<file path="config.mk">
export PLATFORM = sky130hd
export DESIGN_NAME = fsf_ctrl
export DESIGN_NICKNAME = d
export VERILOG_FILES = /design/src/hdl/fsf_pkg.sv /design/src/hdl/fsf_ctrl.sv
export VERILOG_INCLUDE_DIRS = /design/src /design/src/hdl
export SDC_FILE = /design/constraint.sdc
export NUM_CORES = 1
export LEC_CHECK = 0
export ABC_AREA = 1
export BUFFER_PORTS_ARGS = -buffer_cell sky130_fd_sc_hd__clkbuf_2
export CAP_MARGIN = 20
export CORE_MARGIN = 4
export CORE_UTILIZATION = 49
export DETAILED_ROUTE_END_ITERATION = 10
export PLACE_DENSITY = 0.75
export SETUP_SLACK_MARGIN = 0.3
export SYNTH_ARGS = -nofsm -noshare
export SYNTH_HDL_FRONTEND = slang
export SYNTH_SLANG_ARGS = --single-unit
</file>
<file path="constraint.sdc">
create_clock -name clk -period 1.6 [get_ports clk]
set_clock_uncertainty 0.05 [all_clocks]
set_input_delay 0.16 -clock clk [delete_from_list [all_inputs] [get_ports clk]]
set_output_delay 0.16 -clock clk [all_outputs]
set_load 0.01 [all_outputs]
</file>
<file path="src/hdl/flocking_steering_force_core_macros.svh">
// ---------------------------------------------------------------------------
// Flocking steering force core: assertion macros
// Clocked implication checks, empty when synthesising.
// ---------------------------------------------------------------------------
`ifndef FLOCKING_STEERING_FORCE_CORE_MACROS_SVH
`define FLOCKING_STEERING_FORCE_CORE_MACROS_SVH
`ifndef SYNTHESIS
`define FSF_ASSERT_IMP(label, clk, rst_n, ante, cons) \
    label: assert property (@(posedge clk) disable iff (!rst_n) (ante) |-> (cons)) \
        else $error("fsf: same-cycle check failed");
`define FSF_ASSERT_NEXT(label, clk, rst_n, ante, cons) \
    label: assert property (@(posedge clk) disable iff (!rst_n) (ante) |=> (cons)) \
        else $error("fsf: next-cycle check failed");
`else
`define FSF_ASSERT_IMP(label, clk, rst_n, ante, cons)
`define FSF_ASSERT_NEXT(label, clk, rst_n, ante, cons)
`endif
`endif

</file>
<file path="src/hdl/fsf_pkg.sv">
// ---------------------------------------------------------------------------
// Flocking steering force package
// Widths, operand selects, command/status bundles and saturation helpers.
// ---------------------------------------------------------------------------
package fsf_pkg;

    localparam int FIX_W    = 32;
    localparam int SUM_W    = 40;
    localparam int D_W      = 33;
    localparam int SQ_W     = 66;
    localparam int A_W      = 42;
    localparam int B_W      = 33;
    localparam int PART_W   = 22;
    localparam int LO_W     = 21;
    localparam int PP_W     = 55;
    localparam int PROD_W   = 75;
    localparam int TOT_W    = 62;
    localparam int MEAN_W   = 41;
    localparam int Q_W      = 40;
    localparam int NUM_W    = 64;
    localparam int CNT_OUT_W = 7;
    localparam int FRAC_W   = 16;
    localparam int DIV_SEP_BITS  = 33;
    localparam int DIV_MEAN_BITS = 40;
    localparam int DIV_CNT_W     = 6;

    localparam logic [2:0] REG_SEP_GAIN    = 3'd0;
    localparam logic [2:0] REG_COH_GAIN    = 3'd1;
    localparam logic [2:0] REG_ALI_GAIN    = 3'd2;
    localparam logic [2:0] REG_FOLLOW_GAIN = 3'd3;
    localparam logic [2:0] REG_GOAL_GAIN   = 3'd4;

    typedef enum logic [2:0] {
        MS_SQ  = 3'd0,
        MS_AUX = 3'd1,
        MS_SEP = 3'd2,
        MS_COH = 3'd3,
        MS_ALI = 3'd4
    } msel_t;

    typedef struct packed {
        logic [FIX_W-1:0] sep;
        logic [FIX_W-1:0] coh;
        logic [FIX_W-1:0] ali;
        logic [FIX_W-1:0] fol;
        logic [FIX_W-1:0] goal;
    } gains_t;

    typedef struct packed {
        logic       load;
        logic       mul_lo;
        logic       mul_hi;
        msel_t      msel;
        logic       sq_acc;
        logic       div_start;
        logic       div_mean;
        logic       sep_acc;
        logic       term_acc;
        logic       mean_set;
        logic       force_store;
        logic       out_load;
        logic [1:0] ax;
    } cmd_t;

    typedef struct packed {
        logic cnt_lt_max;
        logic cnt_zero;
        logic s_zero;
        logic div_done;
    } status_t;

    function automatic logic [SUM_W-1:0] sat40(input logic [SUM_W+1:0] v);
        logic [SUM_W-1:0] r;
        if (v[SUM_W+1:SUM_W-1] == 3'b000 || v[SUM_W+1:SUM_W-1] == 3'b111)
            r = v[SUM_W-1:0];
        else if (v[SUM_W+1])
            r = {1'b1, {(SUM_W-1){1'b0}}};
        else
            r = {1'b0, {(SUM_W-1){1'b1}}};
        return r;
    endfunction

    function automatic logic [FIX_W-1:0] sat32(input logic [TOT_W-1:0] v);
        logic [FIX_W-1:0] r;
        if ((&v[TOT_W-1:FIX_W-1]) || !(|v[TOT_W-1:FIX_W-1]))
            r = v[FIX_W-1:0];
        else if (v[TOT_W-1])
            r = {1'b1, {(FIX_W-1){1'b0}}};
        else
            r = {1'b0, {(FIX_W-1){1'b1}}};
        return r;
    endfunction

endpackage

</file>
<file path="src/hdl/fsf_ctrl.sv">
// ---------------------------------------------------------------------------
// Flocking steering force controller
// Sequences squares, divisions and the weighted terms; owns both handshakes.
// ---------------------------------------------------------------------------
`include "flocking_steering_force_core_macros.svh"

module fsf_ctrl (
    input  logic              clk,
    input  logic              rst_n,
    input  logic              s_tvalid,
    input  logic              in_kind,
    input  logic              in_last,
    input  logic              m_tready,
    input  fsf_pkg::status_t  status,
    output logic              s_tready,
    output logic              m_tvalid,
    output fsf_pkg::cmd_t     cmd
);
    import fsf_pkg::*;

    typedef enum logic [12:0] {
        ST_IDLE      = 13'b0000000000001,
        ST_SQ_LO     = 13'b0000000000010,
        ST_SQ_HI     = 13'b0000000000100,
        ST_SQ_ACC    = 13'b0000000001000,
        ST_DIV_GO    = 13'b0000000010000,
        ST_DIV_WAIT  = 13'b0000000100000,
        ST_MUL_LO    = 13'b0000001000000,
        ST_MUL_HI    = 13'b0000010000000,
        ST_TERM_ACC  = 13'b0000100000000,
        ST_MEAN_GO   = 13'b0001000000000,
        ST_MEAN_WAIT = 13'b0010000000000,
        ST_SAT       = 13'b0100000000000,
        ST_OUT       = 13'b1000000000000
    } state_t;

    state_t      state_reg, state_next;
    logic [1:0]  ax_reg, ax_next;
    msel_t       term_reg, term_next;
    logic        last_reg, last_next;
    logic        out_valid_reg, out_valid_next;

    always_comb
    begin
        state_next     = state_reg;
        ax_next        = ax_reg;
        term_next      = term_reg;
        last_next      = last_reg;
        out_valid_next = out_valid_reg;
        cmd            = '0;
        cmd.msel       = term_reg;
        cmd.ax         = ax_reg;
        if (out_valid_reg && m_tready)
            out_valid_next = 1'b0;

        case (state_reg)
            ST_IDLE:
            begin
                if (s_tvalid)
                begin
                    cmd.load  = 1'b1;
                    last_next = in_last;
                    ax_next   = 2'd0;
                    term_next = MS_AUX;
                    if (in_kind && status.cnt_lt_max)
                        state_next = ST_SQ_LO;
                    else if (in_last)
                        state_next = ST_MUL_LO;
                end
            end
            ST_SQ_LO:
            begin
                cmd.msel   = MS_SQ;
                cmd.mul_lo = 1'b1;
                state_next = ST_SQ_HI;
            end
            ST_SQ_HI:
            begin
                cmd.msel   = MS_SQ;
                cmd.mul_hi = 1'b1;
                state_next = ST_SQ_ACC;
            end
            ST_SQ_ACC:
            begin
                cmd.sq_acc = 1'b1;
                if (ax_reg == 2'd2)
                begin
                    ax_next    = 2'd0;
                    state_next = ST_DIV_GO;
                end
                else
                begin
                    ax_next    = ax_reg + 2'd1;
                    state_next = ST_SQ_LO;
                end
            end
            ST_DIV_GO:
            begin
                // coincident neighbour: skip separation altogether
                if (status.s_zero)
                begin
                    ax_next    = 2'd0;
                    state_next = last_reg ? ST_MUL_LO : ST_IDLE;
                end
                else
                begin
                    cmd.div_start = 1'b1;
                    state_next    = ST_DIV_WAIT;
                end
            end
            ST_DIV_WAIT:
            begin
                if (status.div_done)
                begin
                    cmd.sep_acc = 1'b1;
                    if (ax_reg == 2'd2)
                    begin
                        ax_next    = 2'd0;
                        state_next = last_reg ? ST_MUL_LO : ST_IDLE;
                    end
                    else
                    begin
                        ax_next    = ax_reg + 2'd1;
                        state_next = ST_DIV_GO;
                    end
                end
            end
            ST_MUL_LO:
            begin
                cmd.mul_lo = 1'b1;
                state_next = ST_MUL_HI;
            end
            ST_MUL_HI:
            begin
                cmd.mul_hi = 1'b1;
                state_next = ST_TERM_ACC;
            end
            ST_TERM_ACC:
            begin
                cmd.term_acc = 1'b1;
                case (term_reg)
                    MS_AUX:
                    begin
                        if (status.cnt_zero)
                            state_next = ST_SAT;
                        else
                        begin
                            term_next  = MS_SEP;
                            state_next = ST_MUL_LO;
                        end
                    end
                    MS_SEP:
                    begin
                        term_next  = MS_COH;
                        state_next = ST_MEAN_GO;
                    end
                    MS_COH:
                    begin
                        term_next  = MS_ALI;
                        state_next = ST_MEAN_GO;
                    end
                    default:
                        state_next = ST_SAT;
                endcase
            end
            ST_MEAN_GO:
            begin
                cmd.div_start = 1'b1;
                cmd.div_mean  = 1'b1;
                state_next    = ST_MEAN_WAIT;
            end
            ST_MEAN_WAIT:
            begin
                cmd.div_mean = 1'b1;
                if (status.div_done)
                begin
                    cmd.mean_set = 1'b1;
                    state_next   = ST_MUL_LO;
                end
            end
            ST_SAT:
            begin
                cmd.force_store = 1'b1;
                term_next       = MS_AUX;
                if (ax_reg == 2'd2)
                    state_next = ST_OUT;
                else
                begin
                    ax_next    = ax_reg + 2'd1;
                    state_next = ST_MUL_LO;
                end
            end
            ST_OUT:
            begin
                // hold until the result register is free
                if (!out_valid_reg || m_tready)
                begin
                    cmd.out_load   = 1'b1;
                    out_valid_next = 1'b1;
                    state_next     = ST_IDLE;
                end
            end
            default:
                state_next = ST_IDLE;
        endcase
    end

    always_ff @(posedge clk or negedge rst_n)
    begin
        if (!rst_n)
        begin
            state_reg     <= ST_IDLE;
            ax_reg        <= 2'd0;
            term_reg      <= MS_AUX;
            last_reg      <= 1'b0;
            out_valid_reg <= 1'b0;
        end
        else
        begin
            state_reg     <= state_next;
            ax_reg        <= ax_next;
            term_reg      <= term_next;
            last_reg      <= last_next;
            out_valid_reg <= out_valid_next;
        end
    end

    assign s_tready = (state_reg == ST_IDLE);
    assign m_tvalid = out_valid_reg;

    `FSF_ASSERT_NEXT(a_self_only_back_idle, clk, rst_n, state_reg == ST_IDLE && s_tvalid && !in_kind && !in_last, state_reg == ST_IDLE)
    `FSF_ASSERT_IMP(a_axis_in_range, clk, rst_n, state_reg != ST_IDLE, ax_reg != 2'd3)
    `FSF_ASSERT_NEXT(a_out_load_shows, clk, rst_n, state_reg == ST_OUT && (!out_valid_reg || m_tready), m_tvalid && state_reg == ST_IDLE)

endmodule

</file>
# After elaboration in Yosys (flattened, before gate mapping)
# Cells that the tools add are included.
# classes
reduce_logical	15
n_eq_ne	26
addsub	1
muxes	43
# op_table
op	count
one-hot mux 13 bit (13 select lines)	1
2-to-1 mux 13 bit	7
one-hot mux 12 bit (2 select lines)	1
2-to-1 mux 7 bit	3
one-hot mux 3 bit (3 select lines)	2
2-to-1 mux 1 bit	17
equality test 13 x 1 -> 1 bit (second input constant)	1
equality test 13 x 10 -> 1 bit (second input constant)	1
equality test 13 x 11 -> 1 bit (second input constant)	1
equality test 13 x 12 -> 1 bit (second input constant)	1
equality test 13 bit (second input constant)	1
equality test 13 x 2 -> 1 bit (second input constant)	1
equality test 13 x 3 -> 1 bit (second input constant)	1
equality test 13 x 4 -> 1 bit (second input constant)	1
equality test 13 x 5 -> 1 bit (second input constant)	1
equality test 13 x 6 -> 1 bit (second input constant)	1
equality test 13 x 7 -> 1 bit (second input constant)	1
equality test 13 x 8 -> 1 bit (second input constant)	1
equality test 13 x 9 -> 1 bit (second input constant)	1
2-to-1 mux 12 bit	1
!= test 2 bit (second input constant)	6
2-to-1 mux 2 bit	5
one-hot mux 2 bit (5 select lines)	1
AND reduction 5 bit	2
18 further kinds	26
# word_totals
ff_bits	20
in_bits	10
word_cells	90

# Longest topological paths before layout
# depth
word_depth	4
depth_mapped	13
mapped_depth_nobuf	13

# Worst setup path before layout
# No wires, ideal clock.
# synth_timing
kind	register to register
startpoint	register state_reg[0]
endpoint	register state_reg[0]
arrival_ps	1377
required_ps	1478
synth_period_minus_slack_ps	1499
n_path_buf	0
path_stages_with_launch	14
setup_slack_ps	101
cell_sequence	dfstp_2 inv_1 nor2_1 nand2_1 nor2_1 nand2_2 inv_2 nand2_2 nand2_1 nor2_2 inv_2 nand2_1 nand2_1 inv_1
# synth_via
elab_chain_len	3
elab_cells_between_ends	20
classes_between	eq/ne: 18; mux: 1; reduce/logical: 1
# synth_rtl
item	line_no	text
start, declared	fsf_ctrl.sv:37	state_t state_reg, state_next;
start signal, assigned	fsf_ctrl.sv:220	state_reg <= state_next;
equality test 13 x 1 -> 1 bit *	--	
named net s_tready	fsf_ctrl.sv:15	output logic s_tready,
!= test 3 x 2 -> 1 bit (no line) / != test 2 bit (equally long branches)	--	
AND reduction 5 bit (no line)	--	
# The timed path passes the listed nets; every way through them passes the cells marked *.
# A chain may end at the register's enable or synchronous reset.

==> flow_summary.json <==
{
  "status": "complete, but fails checks",
  "violations": "negative setup slack",
  "post-dp-hpwl_microns": 2870,
  "viasPerCell": 5.54,
  "ys_warn_count": 0,
  "leakagePower_nw": 1.20,
  "htreeDepth": 1,
  "fin_ws_ns": -0.304,
  "cts_buffers": 3,
  "switching_share_pct": 45.5,
  "portBuffers": 27,
  "synth_top_area_share_pct": 30.7,
  "crit_slowest_cell": "dfrtp_1",
  "diodes": 0,
  "p_clk_share_pct": 9.8,
  "fmax_ghz": 0.525,
  "layout_commonest_cell": "nand2_1",
  "drtIter0Drc": 143,
  "async_flop_share_pct": 100,
  "wl_per_cell_microns": 15.9,
  "syn-num-nets": 233,
  "die_width_microns": 62.7,
  "postSynthAreaPerCell_sq_um": 6.67,
  "clkLatencyLatePin_ns": 0.30,
  "synth.distinct_cells": 24,
  "mappedNetlistArea_sq_um": 1470,
  "synth_enable_flop_cells": 0,
  "worst_pin_slew_ns": 0.534,
  "synth-seq-area-share_pct": 34.3,
  "routabilityCongestion": 0.853,
  "cts.sink_count": 20,
  "r2r_setup_slack_ns": -0.26,
  "clock-root-buffer": "clkbuf_4",
  "drc": 0,
  "syn_inst": 220,
  "maxCapViolations": 0,
  "critPathLaunchType": "flip-flop",
  "worstHoldPathCells": 3,
  "worstRegToRegCells": 9,
  "combPwrFrac_pct": 68.7,
  "die_area_sq_um": 3930,
  "ys_ff_latch": 20,
  "slew_headroom_pct": 64.4,
  "hold_violations": 0,
  "dr.pass1.iters": 4,
  "crit_path_cell_trace": "nor2_4 > nand2_4 > nor2_4 > nand4_1 > inv_2 > buf_6",
  "hp-class": "in2reg",
  "grt_use_total_pct": 21.3,
  "area_growth_pct": 55.7,
  "worstHoldStart": "in_last",
  "peakVddDrop_v": 0.000990,
  "synth_ff_type": "dfrtp_1",
  "crit_path_end_kind": "primary output",
  "synth.area.top_cells": "dfrtp_1 31%, nand2_1 14%, inv_1 9.0%, nor2_1 8.4%, nand3_1 5.8%",
  "crit_top_cell": "nor2_4",
  "final_layout_size_suffix_gt1_share_pct": 51.9,
  "grt_start_max_net_pins": 21,
  "worstHoldEndpoint": "last_reg",
  "largest_register_ffs": 13,
  "ios": 28,
  "cellPowerDensity_nw_per_um2": 1370,
  "grt_antenna_before_repair": 0,
  "internal_power_mw": 1.71,
  "fillers": 179,
  "worstPathMaxFanout": 7,
  "crit_arrival_ns": 1.69,
  "final_util_pct": 81.4,
  "layout.nets": 299,
  "cts_tree": "done",
  "initial_core_util_pct": 52.3,
  "final_cell_count_no_fill": 316,
  "ant_nets": 0,
  "first_global_vias": 1558,
  "final_cell_mix": "38 x nand2_1, 30 x inv_1, 20 x buf_4, 16 x dfrtp_1, 16 x buf_6",
  "core_sq_um": 2810,
  "power_frac_seq_pct": 21.5,
  "vias": 1751,
  "clockBufferDepth": 2,
  "post-route-period-util_pct": 119,
  "wl_microns": 5010,
  "setup_viol": 26,
  "power.switching_mw": 1.43,
  "rows": 19,
  "required_ns": 1.39,
  "rsz0062_at_grt": "yes",
  "max_stage_delay_ns": 0.44,
  "overflow": 0,
  "period_needed_ns": 1.90,
  "r2r-start": "state_reg[6]",
  "synth_top_area_cell": "dfrtp_1",
  "die_y_microns": 62.7,
  "reg2reg_to": "ax_reg[1]",
  "path_class": "reg2out",
  "dpl.cell_count": 287,
  "drv_slew": 0,
  "path_clk_slew_ns": 0.12,
  "tns_ns": -5.09,
  "grt_pass1_wl_microns": 6730
}
-- power groups by stage --
stage	sequential (mW)	combinational (mW)	clock [mW]
floorplan	0.665	0.927	0
global placement	0.675	1.22	0
detailed placement	0.676	1.24	0
CTS	0.667	1.62	0.310
global route	0.686	2.32	0.330
finish	0.673	2.15	0.308
-- stage by stage --
stage | worst slack (ns) | instance area (sq um) | total power [mW] | hold slack [ns]
2_1_floorplan | 0.117 | 1500 | 1.59 | -0.186
3_3_place_gp | -0.0445 | 1740 | 1.90 | 0.109
3_5_place_dp | -0.104 | 1740 | 1.92 | 0.108
4_1_cts | -0.211 | 2030 | 2.60 | 0.0126
5_1_grt | -0.379 | 2280 | 3.33 | 0.0258
6_report | -0.304 | 2280 | 3.13 | 0.0288
-- worst max path at each step --
stage,to,startpoint,cells past startpoint
3_3_place_gp,ax_reg[1],state_reg[7],9
6_report,cmd[5],state_reg[6],6
2_1_floorplan,state_reg[0],state_reg[0],13
4_1_cts,cmd[2],state_reg[6],7
5_1_grt,cmd[5],state_reg[6],6
3_5_place_dp,ax_reg[1],state_reg[7],8
-- kinds of logic after synthesis --
logic type                 after synthesis  share of synthesized area (%)
DFF                                     20                           34.3
AOI/OAI and AO/OA                       20                           6.91
adders and majority gates                3                           2.56
buffers and inverters                   44                           11.8
and+or+nand+nor                        133                           44.5
-- timing repair --
item                       in CTS  in global routing
setup buffers                  17                  6
resized for setup              33                 65
hold buffers                    1                  1
setup endpoints to repair      30                 33
pin swaps                      20                 15
hold endpoints to repair       18                  1
-- cell usage after synthesis, types with 4 or more instances --
cell type and number:
nor2_1 33, o21ai_0 11, inv_1 35, nand3_2 4
nand2_1 53, inv_2 8, nand3_1 17, nand4_1 7
nor2_4 5, nand2_2 4, o21ai_1 5, dfrtp_1 18
-- per-layer routing --
layer	track usage, %	routed length [microns]	vias up	share of wire [%]
met1	26.1	1900	833	38
met2	36.5	2590	76	52
met4	8.26	224	0	4.5
met3	4.32	305	23	6.1
met5	0	0	-	0
li1	-	-	819	-
-- layout make-up --
| type | count | area [sq um] | area share (%) |
|---|---|---|---|
| clock buffer | 4 | 36.3 | 1.59 |
| inverter | 43 | 169 | 7.40 |
| multi-input combinational | 156 | 1050 | 45.9 |
| sequential | 20 | 505 | 22.1 |
| tap | 31 | 38.8 | 1.70 |
| timing repair buffer | 62 | 485 | 21.3 |
-- worst max-delay path, delay by kind of cell (launching register included) --
family | cells | cell delay [ns]
and+or+nand+nor | 4 | 0.71
DFF | 1 | 0.44
buffers and inverters | 2 | 0.24
No activity file was read; power rests on OpenSTA's default activity.
